### config.mk
export PLATFORM = sky130hd
export DESIGN_NAME = rpsl_cfg
export DESIGN_NICKNAME = d
export VERILOG_FILES = /design/src/rtl/rps_lattice_interaction_step_assert.svh /design/src/rtl/rpsl_pkg.sv /design/src/rtl/rpsl_cfg.sv
export SDC_FILE = /design/constraint.sdc
export NUM_CORES = 1
export LEC_CHECK = 0
export ABC_AREA = 0
export BUFFER_PORTS_ARGS = -buffer_cell sky130_fd_sc_hd__buf_2
export CAP_MARGIN = 0
export CORE_ASPECT_RATIO = 1.25
export CORE_MARGIN = 2
export CORE_UTILIZATION = 49
export DETAILED_ROUTE_END_ITERATION = 8
export GPL_TIMING_DRIVEN = 0
export PLACE_DENSITY = 0.81
export SLEW_MARGIN = 20
export SYNTH_ARGS = -nofsm -noshare
export SYNTH_HDL_FRONTEND = slang
export SYNTH_SLANG_ARGS = --single-unit
### constraint.sdc
create_clock -name clk -period 2.11 [get_ports clk]
set_input_delay 0.3165 -clock clk [delete_from_list [all_inputs] [get_ports clk]]
set_output_delay 0.3165 -clock clk [all_outputs]
set_load 0.05 [all_outputs]
### src/rtl/rps_lattice_interaction_step_assert.svh
// ----------------------------------------------------------------------------
// Assertion macros for the rock-paper-scissors lattice block
// Concurrent assertion wrappers. They compile to nothing when NO_ASSERTIONS is set.
// ----------------------------------------------------------------------------
`ifndef RPS_LATTICE_INTERACTION_STEP_ASSERT_SVH
`define RPS_LATTICE_INTERACTION_STEP_ASSERT_SVH

`ifndef NO_ASSERTIONS

`define RPSL_ASSERT_IMP(lbl, ante, cons, msg) \
  lbl: assert property (@(posedge clk) disable iff (!rst_n) (ante) |-> (cons)) \
    else $error(msg);

`define RPSL_ASSERT_NXT(lbl, ante, cons, msg) \
  lbl: assert property (@(posedge clk) disable iff (!rst_n) (ante) |=> (cons)) \
    else $error(msg);

`else

`define RPSL_ASSERT_IMP(lbl, ante, cons, msg)

`define RPSL_ASSERT_NXT(lbl, ante, cons, msg)

`endif

`endif

### src/rtl/rpsl_pkg.sv
// ----------------------------------------------------------------------------
// rpsl_pkg
// Shared constants, codes and interface types of the lattice interaction block.
// ----------------------------------------------------------------------------
package rpsl_pkg;

  // Both grid sizes are powers of two, so a site address is {row, column}.
  localparam int GRID_WIDTH  = 128;
  localparam int GRID_HEIGHT = 128;
  localparam int X_W         = $clog2(GRID_WIDTH);
  localparam int Y_W         = $clog2(GRID_HEIGHT);
  localparam int ADDR_W      = X_W + Y_W;
  localparam int CELLS       = GRID_WIDTH * GRID_HEIGHT;
  localparam int CLASS_COUNT = 4;

  localparam int COUNT_W = 15;
  localparam int PROB_W  = 16;
  localparam int ROW_W   = 3 * PROB_W;

  localparam int PADDR_W   = 6;
  localparam int PDATA_W   = 64;
  localparam int REG_IDX_W = 3;

  typedef logic [1:0]         cell_t;
  typedef logic [PROB_W-1:0]  prob_t;
  typedef logic [COUNT_W-1:0] count_t;

  localparam cell_t CELL_EMPTY = 2'd0;
  localparam cell_t CELL_SP1   = 2'd1;
  localparam cell_t CELL_SP2   = 2'd2;
  localparam cell_t CELL_SP3   = 2'd3;

  localparam logic KIND_WRITE    = 1'b0;
  localparam logic KIND_INTERACT = 1'b1;

  localparam logic [1:0] DIR_Y_UP   = 2'd0;
  localparam logic [1:0] DIR_Y_DOWN = 2'd1;
  localparam logic [1:0] DIR_X_UP   = 2'd2;
  localparam logic [1:0] DIR_X_DOWN = 2'd3;

  localparam logic [1:0] EV_NONE  = 2'd0;
  localparam logic [1:0] EV_SWAP  = 2'd1;
  localparam logic [1:0] EV_PRED  = 2'd2;
  localparam logic [1:0] EV_REPRO = 2'd3;

  localparam logic [REG_IDX_W-1:0] REG_MOBILITY  = 3'd0;
  localparam logic [REG_IDX_W-1:0] REG_PRED_LIM  = 3'd1;
  localparam logic [REG_IDX_W-1:0] REG_ROW_A     = 3'd2;
  localparam logic [REG_IDX_W-1:0] REG_ROW_B     = 3'd3;
  localparam logic [REG_IDX_W-1:0] REG_ROW_C     = 3'd4;

  localparam prob_t PRED_LIM_RESET = 16'h8000;

  typedef struct packed {
    prob_t             mobility;
    prob_t             pred_limit;
    logic [ROW_W-1:0]  row_a;
    logic [ROW_W-1:0]  row_b;
    logic [ROW_W-1:0]  row_c;
  } rpsl_cfg_t;

  typedef struct packed {
    logic clear_wr;
    logic accept;
    logic commit;
    logic swap_wr;
  } rpsl_cmd_t;

  typedef struct packed {
    logic clear_last;
    logic out_free;
    logic swap_req;
  } rpsl_sts_t;

endpackage

### src/rtl/rpsl_cfg.sv
// ----------------------------------------------------------------------------
// rpsl_cfg
// Register bank behind the APB-style configuration port.
// ----------------------------------------------------------------------------
module rpsl_cfg import rpsl_pkg::*; (
  input  logic               clk,
  input  logic               rst_n,
  input  logic               psel,
  input  logic               penable,
  input  logic               pwrite,
  input  logic [PADDR_W-1:0] paddr,
  input  logic [PDATA_W-1:0] pwdata,
  output logic [PDATA_W-1:0] prdata,
  output logic               pready,
  output rpsl_cfg_t          cfg
);

  rpsl_cfg_t                cfg_r;
  logic [REG_IDX_W-1:0]     reg_idx;
  logic                     wr_en;

  assign reg_idx = paddr[PADDR_W-1:3];
  assign wr_en   = psel && penable && pwrite;
  assign pready  = 1'b1;
  assign cfg     = cfg_r;

  always_ff @(posedge clk) begin
    if (!rst_n) begin
      cfg_r.mobility   <= '0;
      cfg_r.pred_limit <= PRED_LIM_RESET;
      cfg_r.row_a      <= '0;
      cfg_r.row_b      <= '0;
      cfg_r.row_c      <= '0;
    end else if (wr_en) begin
      unique case (reg_idx)
        REG_MOBILITY: cfg_r.mobility   <= pwdata[PROB_W-1:0];
        REG_PRED_LIM: cfg_r.pred_limit <= pwdata[PROB_W-1:0];
        REG_ROW_A:    cfg_r.row_a      <= pwdata[ROW_W-1:0];
        REG_ROW_B:    cfg_r.row_b      <= pwdata[ROW_W-1:0];
        REG_ROW_C:    cfg_r.row_c      <= pwdata[ROW_W-1:0];
        default: ;
      endcase
    end
  end

  always_comb begin
    unique case (reg_idx)
      REG_MOBILITY: prdata = PDATA_W'(cfg_r.mobility);
      REG_PRED_LIM: prdata = PDATA_W'(cfg_r.pred_limit);
      REG_ROW_A:    prdata = PDATA_W'(cfg_r.row_a);
      REG_ROW_B:    prdata = PDATA_W'(cfg_r.row_b);
      REG_ROW_C:    prdata = PDATA_W'(cfg_r.row_c);
      default:      prdata = '0;
    endcase
  end

endmodule

---- After elaboration in Yosys (flattened, before gate mapping) ----
Index checks and enable logic that the tools add are counted.
storage, ports and cells
  flip-flop bits (word level) ............. 176
  logic and storage cells ................. 18
cells by class
  reductions and logical operators ........ 8
  muxes and demuxes ....................... 1
  equality and inequality tests ........... 4
operators with widths
  operator                                                         number
  48-bit one-hot mux with 5 select lines                           1
  2-bit AND reduction                                              5
  3-bit by 2-bit == test with 1-bit output, second input constant  2
  3-bit by 1-bit == test with 1-bit output, second input constant  1
  3-bit == test, second input constant                             1
  3-bit logical NOT                                                1
  1-bit logical AND                                                2

---- Depth between registers and ports, before layout ----
  word-level depth ........................ 3
  depth in mapped cells ................... 7
  depth with buffers taken out ............ 3

---- Least setup slack after synthesis ----
No wires, ideal clock.
  path type ............................... input -> output
  start point ............................. input port paddr[3]
  end point ............................... output port prdata[16]
  path buffers ............................ 3
  cell stages on the path ................. 5
  required time ........................... 1.794 ns
  arrival time ............................ 2.257 ns
  path slack .............................. -0.463 ns
  cells stage by stage .................... buf_2 -> buf_2 -> buf_2 -> mux2i_1 -> o21ai_0
on the way
  word-level cells in the longest chain between the ends .. 2
ends and longest elaborated chain
  element                                   line            source
  start, declared                           rpsl_cfg.sv:11  input logic [PADDR_W-1:0] paddr,
  3-bit == test (tied with other cells)     rpsl_cfg.sv:47  unique case (reg_idx)
  48-bit one-hot mux with 5 select lines *  rpsl_cfg.sv:47
  end, declared                             rpsl_cfg.sv:13  output logic [PDATA_W-1:0] prdata,
Every way passes the cells marked *; elsewhere a longest branch is shown, timed or not.

---- Final worst setup path ----
  start point ............................. input port paddr[5]
  end point ............................... output port prdata[27]
The elaborated chain is that of the path after synthesis.

==> results.ini <==
[run_status]
status=finished clean

[floorplan]
die_area_um2=17040
start_util=0.5018
core-area_um2=15630
rows=51
ioPinCount=316
die_width_um=117.2
fp.dieH_um=145.5

[finish]
final_net_count=1223
area_delta_synth_final_pct=33.46
final_util=0.6697
largest_register_ffs=176
fin_area_um2=10470
drive_gt1_frac=0.3738
final_common_cell=buf_2
final_cells=1376
final_cell_mix=buf_2 (279), nand2_1 (256), mux2i_1 (208), dfxtp_1 (176), buf_4 (39)

[power_and_ir_drop]
power.density_nw_per_um2=680.3
p_leak_nw=4.617
p_total_mw=7.123
p_switching_mw=1.865
p_seq_frac=0.473
p_int_mw=5.258
clkPwrFrac=0.431
ir_worst_vdd_uv=602.5
p_sw_frac=0.2618
power_frac_comb=0.097

[global_routing]
grtUsageTotal=0.3030
grt_max_degree=17
antenna_found_initial=2
grt_pass1_wl_um=39810
grt_overflow_total=0
grt_pass1_vias=7152

[sta]
hold_viol_final=0
relSlewSlack=0.4419
fmax_mhz=482.7
fin_crit_sh=0.9819
finClkSkew_ns=0
slew_violations=0
setup_viol_count_final=0
worst_pin_slew_ns=0.8372
hold_ws_ns=0.1936
period_minus_slack_ns=2.072
grt_setup_unrepaired=true

[critical_path]
critPathSlowestCell=nor3b_4
crit_arrival_ns=1.76
reg2regPathDepth=2
path_class=input port to output pin
r2r_slack_ns=1.40
worstSetupEndpointType=output pin
timing.rr.end=cfg[119]
slowest_delay_ns=0.34
crit_top_cell=buf_2
worstPathCellList=buf_2 > buf_4 > nor3b_4 > clkbuf_4 > nand2_1 > o21ai_2 > buf_2
cp_top_family=buffers and inverters
cp-start-kind=input port
crit_required_ns=1.79
crit_path_max_fanout=10
cp_num_buf_inv=4
r2r-start=cfg[119]

[logic_synthesis]
yosysWarnings=0
syn_avg_cell_area_um2=9.395
synth_area_um2=7845
netlist_instances=835
yosysUniqueCellTypes=23
ys_seq_elements=176
seq_area_frac_synth=0.4491

[worst_hold_path]
hp-start=pwdata[47]
hold_depth=3
min_to=cfg[95]
worstHoldPathType=input port to register

[detailed_routing]
routed_via_density=5.342
num_vias=7350
drt-total-wl_um=26530
ant_nets=0
drcViolationCount=0
wl_per_cell_um=19.28
dr.first_iter.drc_count=509
first_pass_iters=5

[clock_tree]
cts_root_buffer=clkbuf_16
cts_tree=built
cts_max_level=4
ctsHoldBuffers=0
clock_sinks=176
insertion_delay_ns=0.42
cts_buffer_depth=2
cts_buffers=17
clk_pin_slew_ns=0.06

[place]
place_congestion=0.8503
numPortBuffers=278
placed_area_um2=9761
place_inst=1340
dp_hpwl_um=19320

[job]
cap_violations=0

## power groups by stage
stage / Combinational, mW / Sequential [mW] / Clock, mW
floorplan: 0.369 / 3.52 / 0
global placement: 0.663 / 3.44 / 0
detailed placement: 0.668 / 3.44 / 0
CTS: 0.682 / 3.37 / 3.08
global route: 0.728 / 3.37 / 3.21
finish: 0.690 / 3.37 / 3.07
## synth_stat cells, drive strengths merged
library cell | count | area (um2)
a22oi | 32 | 240.2
and4 | 1 | 8.760
buf | 48 | 329.1
clkbuf | 36 | 135.1
conb | 2 | 7.510
dfxtp | 176 | 3523
mux2 | 16 | 180.2
mux2i | 208 | 2082
nand2 | 256 | 960.9
nand2b | 1 | 6.260
nand4b | 1 | 23.77
nor2 | 2 | 7.510
nor2b | 4 | 25.02
nor3 | 1 | 16.27
nor3b | 3 | 38.79
o21ai | 32 | 160.2
o22ai | 16 | 100.1
## cell families after synthesis
family          Yosys count  synth area share
compound gates           80           0.06380
buf+inv                  84           0.05917
flops                   176            0.4491
mux                     224            0.2884
other cells               2         0.0009573
simple gates            269            0.1386
## worst max-delay path by stage
stage	startpoint	end	depth (start not counted)
floorplan	paddr[3]	prdata[16]	5
global placement	paddr[4]	prdata[14]	7
detailed placement	paddr[4]	prdata[14]	7
CTS	paddr[5]	prdata[17]	7
global route	paddr[5]	prdata[34]	6
finish	paddr[5]	prdata[27]	7
## area by class of cell
type                       instances  area [um2]
multi-input combinational        590        4124
timing repair buffer             279        1445
antenna                            3       7.507
buffer                            84       529.3
clock inverter                    12       108.9
fill                            1289        5164
sequential                       176        3523
clock buffer                      20       466.7
tap                              212       265.3
## tightest hold or removal path, delay by kind of cell
kind | cells | cell delay (ns)
mux | 1 | 0.07
buf+inv | 1 | 0.09
simple gates | 1 | 0.08
## timing repair
action	CTS	global route
endpoints found under the setup margin	46	29
endpoints found under the hold margin	0	0
buffers inserted	0	1
resized for setup	37	16
## through the flow
step                      TNS (ns)  setup WS (ns)
after floorplan           -0.08921       -0.08921
final                            0        0.03819
after global routing      -0.01118      -0.005199
after global placement      -13.82        -0.5898
after CTS                        0        0.01022
after detailed placement    -14.73        -0.5682
## routing by layer
layer	track usage	wire, um	vias to the layer above
met5	0	0	-
met4	0.1329	841	0
met3	0.06414	2013	55
met2	0.5236	13320	341
met1	0.3544	10350	3496
li1	-	-	3458
Power figures use the tool's default switching activity.
