$ cat src/rtl/rps_lattice_interaction_step_assert.svh
// ----------------------------------------------------------------------------
// Assertion macros for the rock-paper-scissors lattice block
// Concurrent assertion wrappers. They compile to nothing when NO_ASSERTIONS is set.
// ----------------------------------------------------------------------------
`ifndef RPS_LATTICE_INTERACTION_STEP_ASSERT_SVH
`define RPS_LATTICE_INTERACTION_STEP_ASSERT_SVH

`ifndef NO_ASSERTIONS

`define RPSL_ASSERT_IMP(lbl, ante, cons, msg) \
  lbl: assert property (@(posedge clk) disable iff (!rst_n) (ante) |-> (cons)) \
    else $error(msg);

`define RPSL_ASSERT_NXT(lbl, ante, cons, msg) \
  lbl: assert property (@(posedge clk) disable iff (!rst_n) (ante) |=> (cons)) \
    else $error(msg);

`else

`define RPSL_ASSERT_IMP(lbl, ante, cons, msg)

`define RPSL_ASSERT_NXT(lbl, ante, cons, msg)

`endif

`endif

$ cat src/rtl/rpsl_pkg.sv
// ----------------------------------------------------------------------------
// rpsl_pkg
// Shared constants, codes and interface types of the lattice interaction block.
// ----------------------------------------------------------------------------
package rpsl_pkg;

  // Both grid sizes are powers of two, so a site address is {row, column}.
  localparam int GRID_WIDTH  = 128;
  localparam int GRID_HEIGHT = 128;
  localparam int X_W         = $clog2(GRID_WIDTH);
  localparam int Y_W         = $clog2(GRID_HEIGHT);
  localparam int ADDR_W      = X_W + Y_W;
  localparam int CELLS       = GRID_WIDTH * GRID_HEIGHT;
  localparam int CLASS_COUNT = 4;

  localparam int COUNT_W = 15;
  localparam int PROB_W  = 16;
  localparam int ROW_W   = 3 * PROB_W;

  localparam int PADDR_W   = 6;
  localparam int PDATA_W   = 64;
  localparam int REG_IDX_W = 3;

  typedef logic [1:0]         cell_t;
  typedef logic [PROB_W-1:0]  prob_t;
  typedef logic [COUNT_W-1:0] count_t;

  localparam cell_t CELL_EMPTY = 2'd0;
  localparam cell_t CELL_SP1   = 2'd1;
  localparam cell_t CELL_SP2   = 2'd2;
  localparam cell_t CELL_SP3   = 2'd3;

  localparam logic KIND_WRITE    = 1'b0;
  localparam logic KIND_INTERACT = 1'b1;

  localparam logic [1:0] DIR_Y_UP   = 2'd0;
  localparam logic [1:0] DIR_Y_DOWN = 2'd1;
  localparam logic [1:0] DIR_X_UP   = 2'd2;
  localparam logic [1:0] DIR_X_DOWN = 2'd3;

  localparam logic [1:0] EV_NONE  = 2'd0;
  localparam logic [1:0] EV_SWAP  = 2'd1;
  localparam logic [1:0] EV_PRED  = 2'd2;
  localparam logic [1:0] EV_REPRO = 2'd3;

  localparam logic [REG_IDX_W-1:0] REG_MOBILITY  = 3'd0;
  localparam logic [REG_IDX_W-1:0] REG_PRED_LIM  = 3'd1;
  localparam logic [REG_IDX_W-1:0] REG_ROW_A     = 3'd2;
  localparam logic [REG_IDX_W-1:0] REG_ROW_B     = 3'd3;
  localparam logic [REG_IDX_W-1:0] REG_ROW_C     = 3'd4;

  localparam prob_t PRED_LIM_RESET = 16'h8000;

  typedef struct packed {
    prob_t             mobility;
    prob_t             pred_limit;
    logic [ROW_W-1:0]  row_a;
    logic [ROW_W-1:0]  row_b;
    logic [ROW_W-1:0]  row_c;
  } rpsl_cfg_t;

  typedef struct packed {
    logic clear_wr;
    logic accept;
    logic commit;
    logic swap_wr;
  } rpsl_cmd_t;

  typedef struct packed {
    logic clear_last;
    logic out_free;
    logic swap_req;
  } rpsl_sts_t;

endpackage

$ cat src/rtl/rpsl_ctrl.sv
// ----------------------------------------------------------------------------
// rpsl_ctrl
// Sequencer: lattice clearing pass, accept, commit and second swap write.
// ----------------------------------------------------------------------------
module rpsl_ctrl import rpsl_pkg::*; (
  input  logic      clk,
  input  logic      rst_n,
  input  logic      in_valid,
  output logic      in_ready,
  input  rpsl_sts_t sts,
  output rpsl_cmd_t cmd
);

  localparam logic [1:0] ST_CLEAR = 2'd0;
  localparam logic [1:0] ST_IDLE  = 2'd1;
  localparam logic [1:0] ST_EXEC  = 2'd2;
  localparam logic [1:0] ST_SWAP  = 2'd3;

  logic [1:0] state_r;
  logic [1:0] state_nxt;

  assign in_ready = (state_r == ST_IDLE);

  always_comb begin
    state_nxt    = state_r;
    cmd          = '0;
    unique case (state_r)
      ST_CLEAR: begin
        cmd.clear_wr = 1'b1;
        if (sts.clear_last) state_nxt = ST_IDLE;
      end
      ST_IDLE: begin
        if (in_valid) begin
          cmd.accept = 1'b1;
          state_nxt  = ST_EXEC;
        end
      end
      ST_EXEC: begin
        if (sts.out_free) begin
          cmd.commit = 1'b1;
          state_nxt  = sts.swap_req ? ST_SWAP : ST_IDLE;
        end
      end
      ST_SWAP: begin
        cmd.swap_wr = 1'b1;
        state_nxt   = ST_IDLE;
      end
      default: state_nxt = ST_CLEAR;
    endcase
  end

  always_ff @(posedge clk) begin
    if (!rst_n) begin
      state_r <= ST_CLEAR;
    end else begin
      state_r <= state_nxt;
    end
  end

endmodule

$ cat config.mk
export PLATFORM = sky130hd
export DESIGN_NAME = rpsl_ctrl
export DESIGN_NICKNAME = d
export VERILOG_FILES = /design/src/rtl/rps_lattice_interaction_step_assert.svh /design/src/rtl/rpsl_pkg.sv /design/src/rtl/rpsl_ctrl.sv
export SDC_FILE = /design/constraint.sdc
export NUM_CORES = 1
export LEC_CHECK = 0
export BUFFER_PORTS_ARGS = -buffer_cell sky130_fd_sc_hd__buf_2
export CELL_PAD_IN_SITES_DETAIL_PLACEMENT = 1
export CELL_PAD_IN_SITES_GLOBAL_PLACEMENT = 1
export CORE_AREA = 3 3 40 42
export CTS_BUF_LIST = sky130_fd_sc_hd__clkbuf_4
export CTS_CLUSTER_DIAMETER = 150
export DETAILED_ROUTE_END_ITERATION = 10
export DIE_AREA = 0 0 43 45
export GPL_TIMING_DRIVEN = 0
export PLACE_DENSITY_LB_ADDON = 0.1
export SETUP_SLACK_MARGIN = 0.5
export SYNTH_ARGS = -nofsm -noshare
export SYNTH_HDL_FRONTEND = slang
export SYNTH_SLANG_ARGS = --single-unit
$ cat constraint.sdc
create_clock -name clk -period 1.66 [get_ports clk]
set_input_delay 0.166 -clock clk [delete_from_list [all_inputs] [get_ports clk]]
set_output_delay 0.166 -clock clk [all_outputs]
set_load 0.02 [all_outputs]
# Word-level counts from Yosys, hierarchy flattened

Cells that the tools add are included.

Register bits after elaboration: 2
Input bits: 6
Logic and storage cells: 20

Mux-type cells: 11
Reductions and logical operators: 2
Equality and inequality tests: 6

Operators by type and width:

| kind               | number |
|---|---|
| $mux 2             | 4 |
| $pmux 2 s4         | 1 |
| $mux 1             | 6 |
| $ne 2x2->1 const B | 3 |
| $eq 2x2->1 const B | 2 |
| $reduce_and 3->1   | 1 |
| $eq 2x1->1 const B | 1 |
| $logic_not 2->1    | 1 |

# Depth between registers and ports, before layout

Depth after elaboration: 3
Mapped depth: 5
Gate-level depth less buffers: 5

# Worst setup path after synthesis

No wires, ideal clock.

Path kind: register to register
Start: register state_r[0]
End: register state_r[0]
Setup slack: 0.188 ns
Period minus slack after synthesis: 1.472 ns
Data arrival time: 1.400 ns
Setup time: 0.072 ns
Cell stages (with the launch flop): 5
Required time: 1.588 ns
Path buffers: 0
Path through: dfxtp_1 inv_1 ha_1 a222oi_1 mux2i_1

Longest elaborated chain between the ends: 3

Ends and longest elaborated chain:

| element                            | line            | text |
|---|---|---|
| from (decl)                        | rpsl_ctrl.sv:19 | `logic [1:0] state_r;` |
| from (signal assigned)             | rpsl_ctrl.sv:56 | `state_r <= state_nxt;` |
| $eq 2x2->1 (tied with other cells) | rpsl_ctrl.sv:27 | `unique case (state_r)` |
| $ne 2x2->1 (no line)               | -               |  |
| $reduce_and 3->1 (no line)         | -               |  |

Several ways; a longest one is shown, not always the timed one.
A chain may end at the register's enable or synchronous reset.

# Final worst setup path

Ends and elaborated chain as after synthesis.

==> flow_metrics.py <==
metrics = {
    "status": {
        "outcome": "complete, no violations",
    },
    "sta": {
        "finalCritPeriodShare": 0.7733,
        "max_slew.worst_pin.slew_ns": 0.2560,
        "clock_skew_ns": 0.004272,
        "tns_ns": 0,
        "setup_viol": 0,
        "fmax_ghz": 0.7790,
        "maxSlewViolCount": 0,
        "slew_headroom": 0.8294,
        "min_period_ns": 1.284,
        "hold_viol_final": 0,
        "whs_ns": 0.2250,
        "rsz0062_at_grt": "yes",
    },
    "placed_design": {
        "dp.cells": 47,
        "io_buffers": 10,
        "dpl.hpwl_um": 391.6,
        "gp_congestion": 0.6968,
        "place_area_um2": 290.3,
    },
    "floorplanning": {
        "num_rows": 13,
        "die_h_um": 45,
        "initial_core_util": 0.1490,
        "core_area_um2": 1285,
        "die_x_um": 43,
        "dieArea_um2": 1935,
        "boundaryPins": 11,
    },
    "cells_and_area": {
        "stdcell_area_um2": 401.6,
        "regMostFlops": "state_r",
        "area.sequential_um2": 47.55,
        "layout-drive-gt1-share": 0.7000,
        "post-route-util": 0.3126,
        "reg_top3": "state_r: 2 flops",
        "fin_cells": 55,
        "nets": 53,
        "largest_reg_flops": 2,
        "multiInputGateArea_um2": 176.4,
        "nFillCells": 152,
        "syn2layout_area_growth_pct": 109.8,
        "antenna_cells": 0,
    },
    "yosys": {
        "synth_top_family_by_area": "adder cells",
        "synth.area.top_cells": "ha_1 33%, dfxtp_1 21%, mux2i_1 10%",
        "synthArstFlopShare": 0,
        "synth_warnings": 0,
        "muxShareOfSynthArea": 0.1046,
        "synth_xor_area_frac": 0,
        "synth_edf_count": 0,
        "synthFlopType": "dfxtp_1",
        "synthSimpleGateAreaFrac": 0.1699,
        "yosysTopAreaCell": "ha_1",
        "synth_seq_area_share": 0.2092,
        "yosys.area_share.adder": 0.3268,
        "ys_seq_elements": 2,
        "syn_nets": 33,
        "netlist.area_leader.share": 0.3268,
        "synth_cell_types": 11,
        "synth_common_cells": "5 x ha_1, 5 x inv_1, 2 x dfxtp_1, 2 x mux2i_1, 2 x nand2_1",
        "syn_area_um2": 191.4,
        "synth_compound_area_frac": 0.09150,
        "synthCells": 22,
        "avgSynthCellArea_um2": 8.702,
    },
    "global_route": {
        "grt.overflow.total": 0,
        "antenna_found_initial": 0,
        "grt_pass1_vias": 215,
        "grt_pass1_wl_um": 897,
        "grt_max_degree": 5,
        "grt_use_total": 0.06816,
    },
    "cts": {
        "ctsHoldBuffers": 0,
        "cts_buffer_depth": 2,
        "h-tree-depth": 1,
        "root_buffer": "clkbuf_4",
        "clkSlewWorstSetupHoldPaths_ns": 0.03,
        "cts.sink_count": 2,
        "clk_latency_ns": 0.22,
        "cts_tree": "yes",
        "cts_made_buffers": 3,
    },
    "worst_setup_path": {
        "r2r_slack_ns": 0.38,
        "critical_path_arrival_ns": 1.42,
        "critPathLaunchType": "register",
        "crit_family": "flip-flops",
        "cp_slowest_stage_delay_ns": 0.36,
        "cp_max_fo": 4,
        "cp_num_buf_inv": 2,
        "critPathKind": "register to register",
        "endpoint_kind": "register",
        "critPathRequiredTime_ns": 1.80,
        "path_cells": "inv_4, ha_4, a222oi_1, buf_4, mux2i_1",
        "cp_slowest_cell": "dfxtp_4",
    },
    "drt": {
        "avgViaCountPerCell": 3.873,
        "wirelength_um": 533,
        "dr.pass1.iters": 4,
        "num_vias": 213,
        "wl_per_cell_um": 9.691,
        "drc": 0,
        "dr.first_iter.drc_count": 4,
        "ant_nets": 0,
    },
    "pwr": {
        "vdd.ir_drop.worst_mv": 0.5819,
        "leakage_nw": 0.1967,
        "combPwrFrac": 0.582,
        "clkPwrFrac": 0.227,
        "p_int_mw": 0.2878,
        "swShare": 0.3731,
        "power.switching_mw": 0.1713,
        "p_per_area_nw_per_um2": 1143,
        "seqPwrFrac": 0.191,
    },
    "min_path": {
        "hp-class": "primary input to register",
    },
    "job": {
        "maxCapViolCount": 0,
    },
}
-- kinds of logic (layout without fill, tap and decap cells) --
| family | Yosys count | count (layout) |
|---|---|---|
| flip-flops | 2 | 2 |
| AND/OR/NAND/NOR | 6 | 6 |
| buffers and inverters | 5 | 23 |
| adder cells (fa/ha/maj) | 5 | 5 |
| multiplexers | 2 | 2 |
| AO/OA/AOI/OAI | 2 | 2 |
-- final timing paths --
kind,cells past startpoint,start,to
worst min-delay path,3,rst_n,state_r[1]$_SDFFE_PN0P_
worst max-delay path,5,state_r[0]$_SDFFE_PN0P_,state_r[0]$_SDFFE_PN0P_
worst min register to register,4,state_r[1]$_SDFFE_PN0P_,state_r[1]$_SDFFE_PN0P_
worst max register to register,5,state_r[0]$_SDFFE_PN0P_,state_r[0]$_SDFFE_PN0P_
-- power by group through the flow --
stage / logic [mW] / registers (mW) / clock network [mW]
after floorplan: 0.154 / 0.0797 / 0
after global placement: 0.192 / 0.0856 / 0
after detailed placement: 0.189 / 0.0851 / 0
after CTS: 0.234 / 0.0874 / 0.111
after global routing: 0.300 / 0.0898 / 0.120
final: 0.267 / 0.0878 / 0.104
-- repair_timing --
action | CTS | global route
buffers inserted | 3 | 2
resized for setup | 8 | 8
setup endpoints to repair | 6 | 6
pin swaps | 2 | 0
-- layout by cell type (no fill, tap or decap) --
cell,Yosys,routed
a21o_1,1,1
a222oi_1,1,1
and2_1,1,1
and2_4,0,1
buf_2,0,6
buf_4,0,5
buf_6,0,4
clkbuf_4,0,3
dfxtp_4,0,2
ha_2,0,2
ha_4,0,3
inv_1,5,3
inv_4,0,2
mux2i_1,2,2
nand2_1,2,2
nand2b_1,1,1
nand3_1,1,1
-- stage by stage --
stage / power [mW] / setup WS, ns
2_1_floorplan: 0.2334 / 0.3434
3_3_place_gp: 0.2779 / 0.1943
3_5_place_dp: 0.2737 / 0.1931
4_1_cts: 0.4320 / 0.3589
5_1_grt: 0.5098 / 0.2140
6_report: 0.4590 / 0.3763
-- area by class of cell --
cell class,instances,area share
multi-input cells,15,0.4393
repair buffers,15,0.2804
flip-flops and latches,2,0.1184
inverters,5,0.05919
clock buffers,3,0.05607
well taps,15,0.04673
-- layer usage --
layer / routed length, um / GRT usage
met5: 0 / 0
met1: 225 / 0.07674
met4: 0 / 0.05422
met3: 60 / 0.04382
met2: 248 / 0.08982
-- worst reg2reg max path: cells and delay by family (launching register included) --
kind            cells  cell delay [ns]
flops               1             0.36
compound gates      1             0.29
buf+inv             2             0.23
mux                 1             0.17
fa+ha+maj           1             0.15
Note: power is estimated with default switching activity, not from simulation.
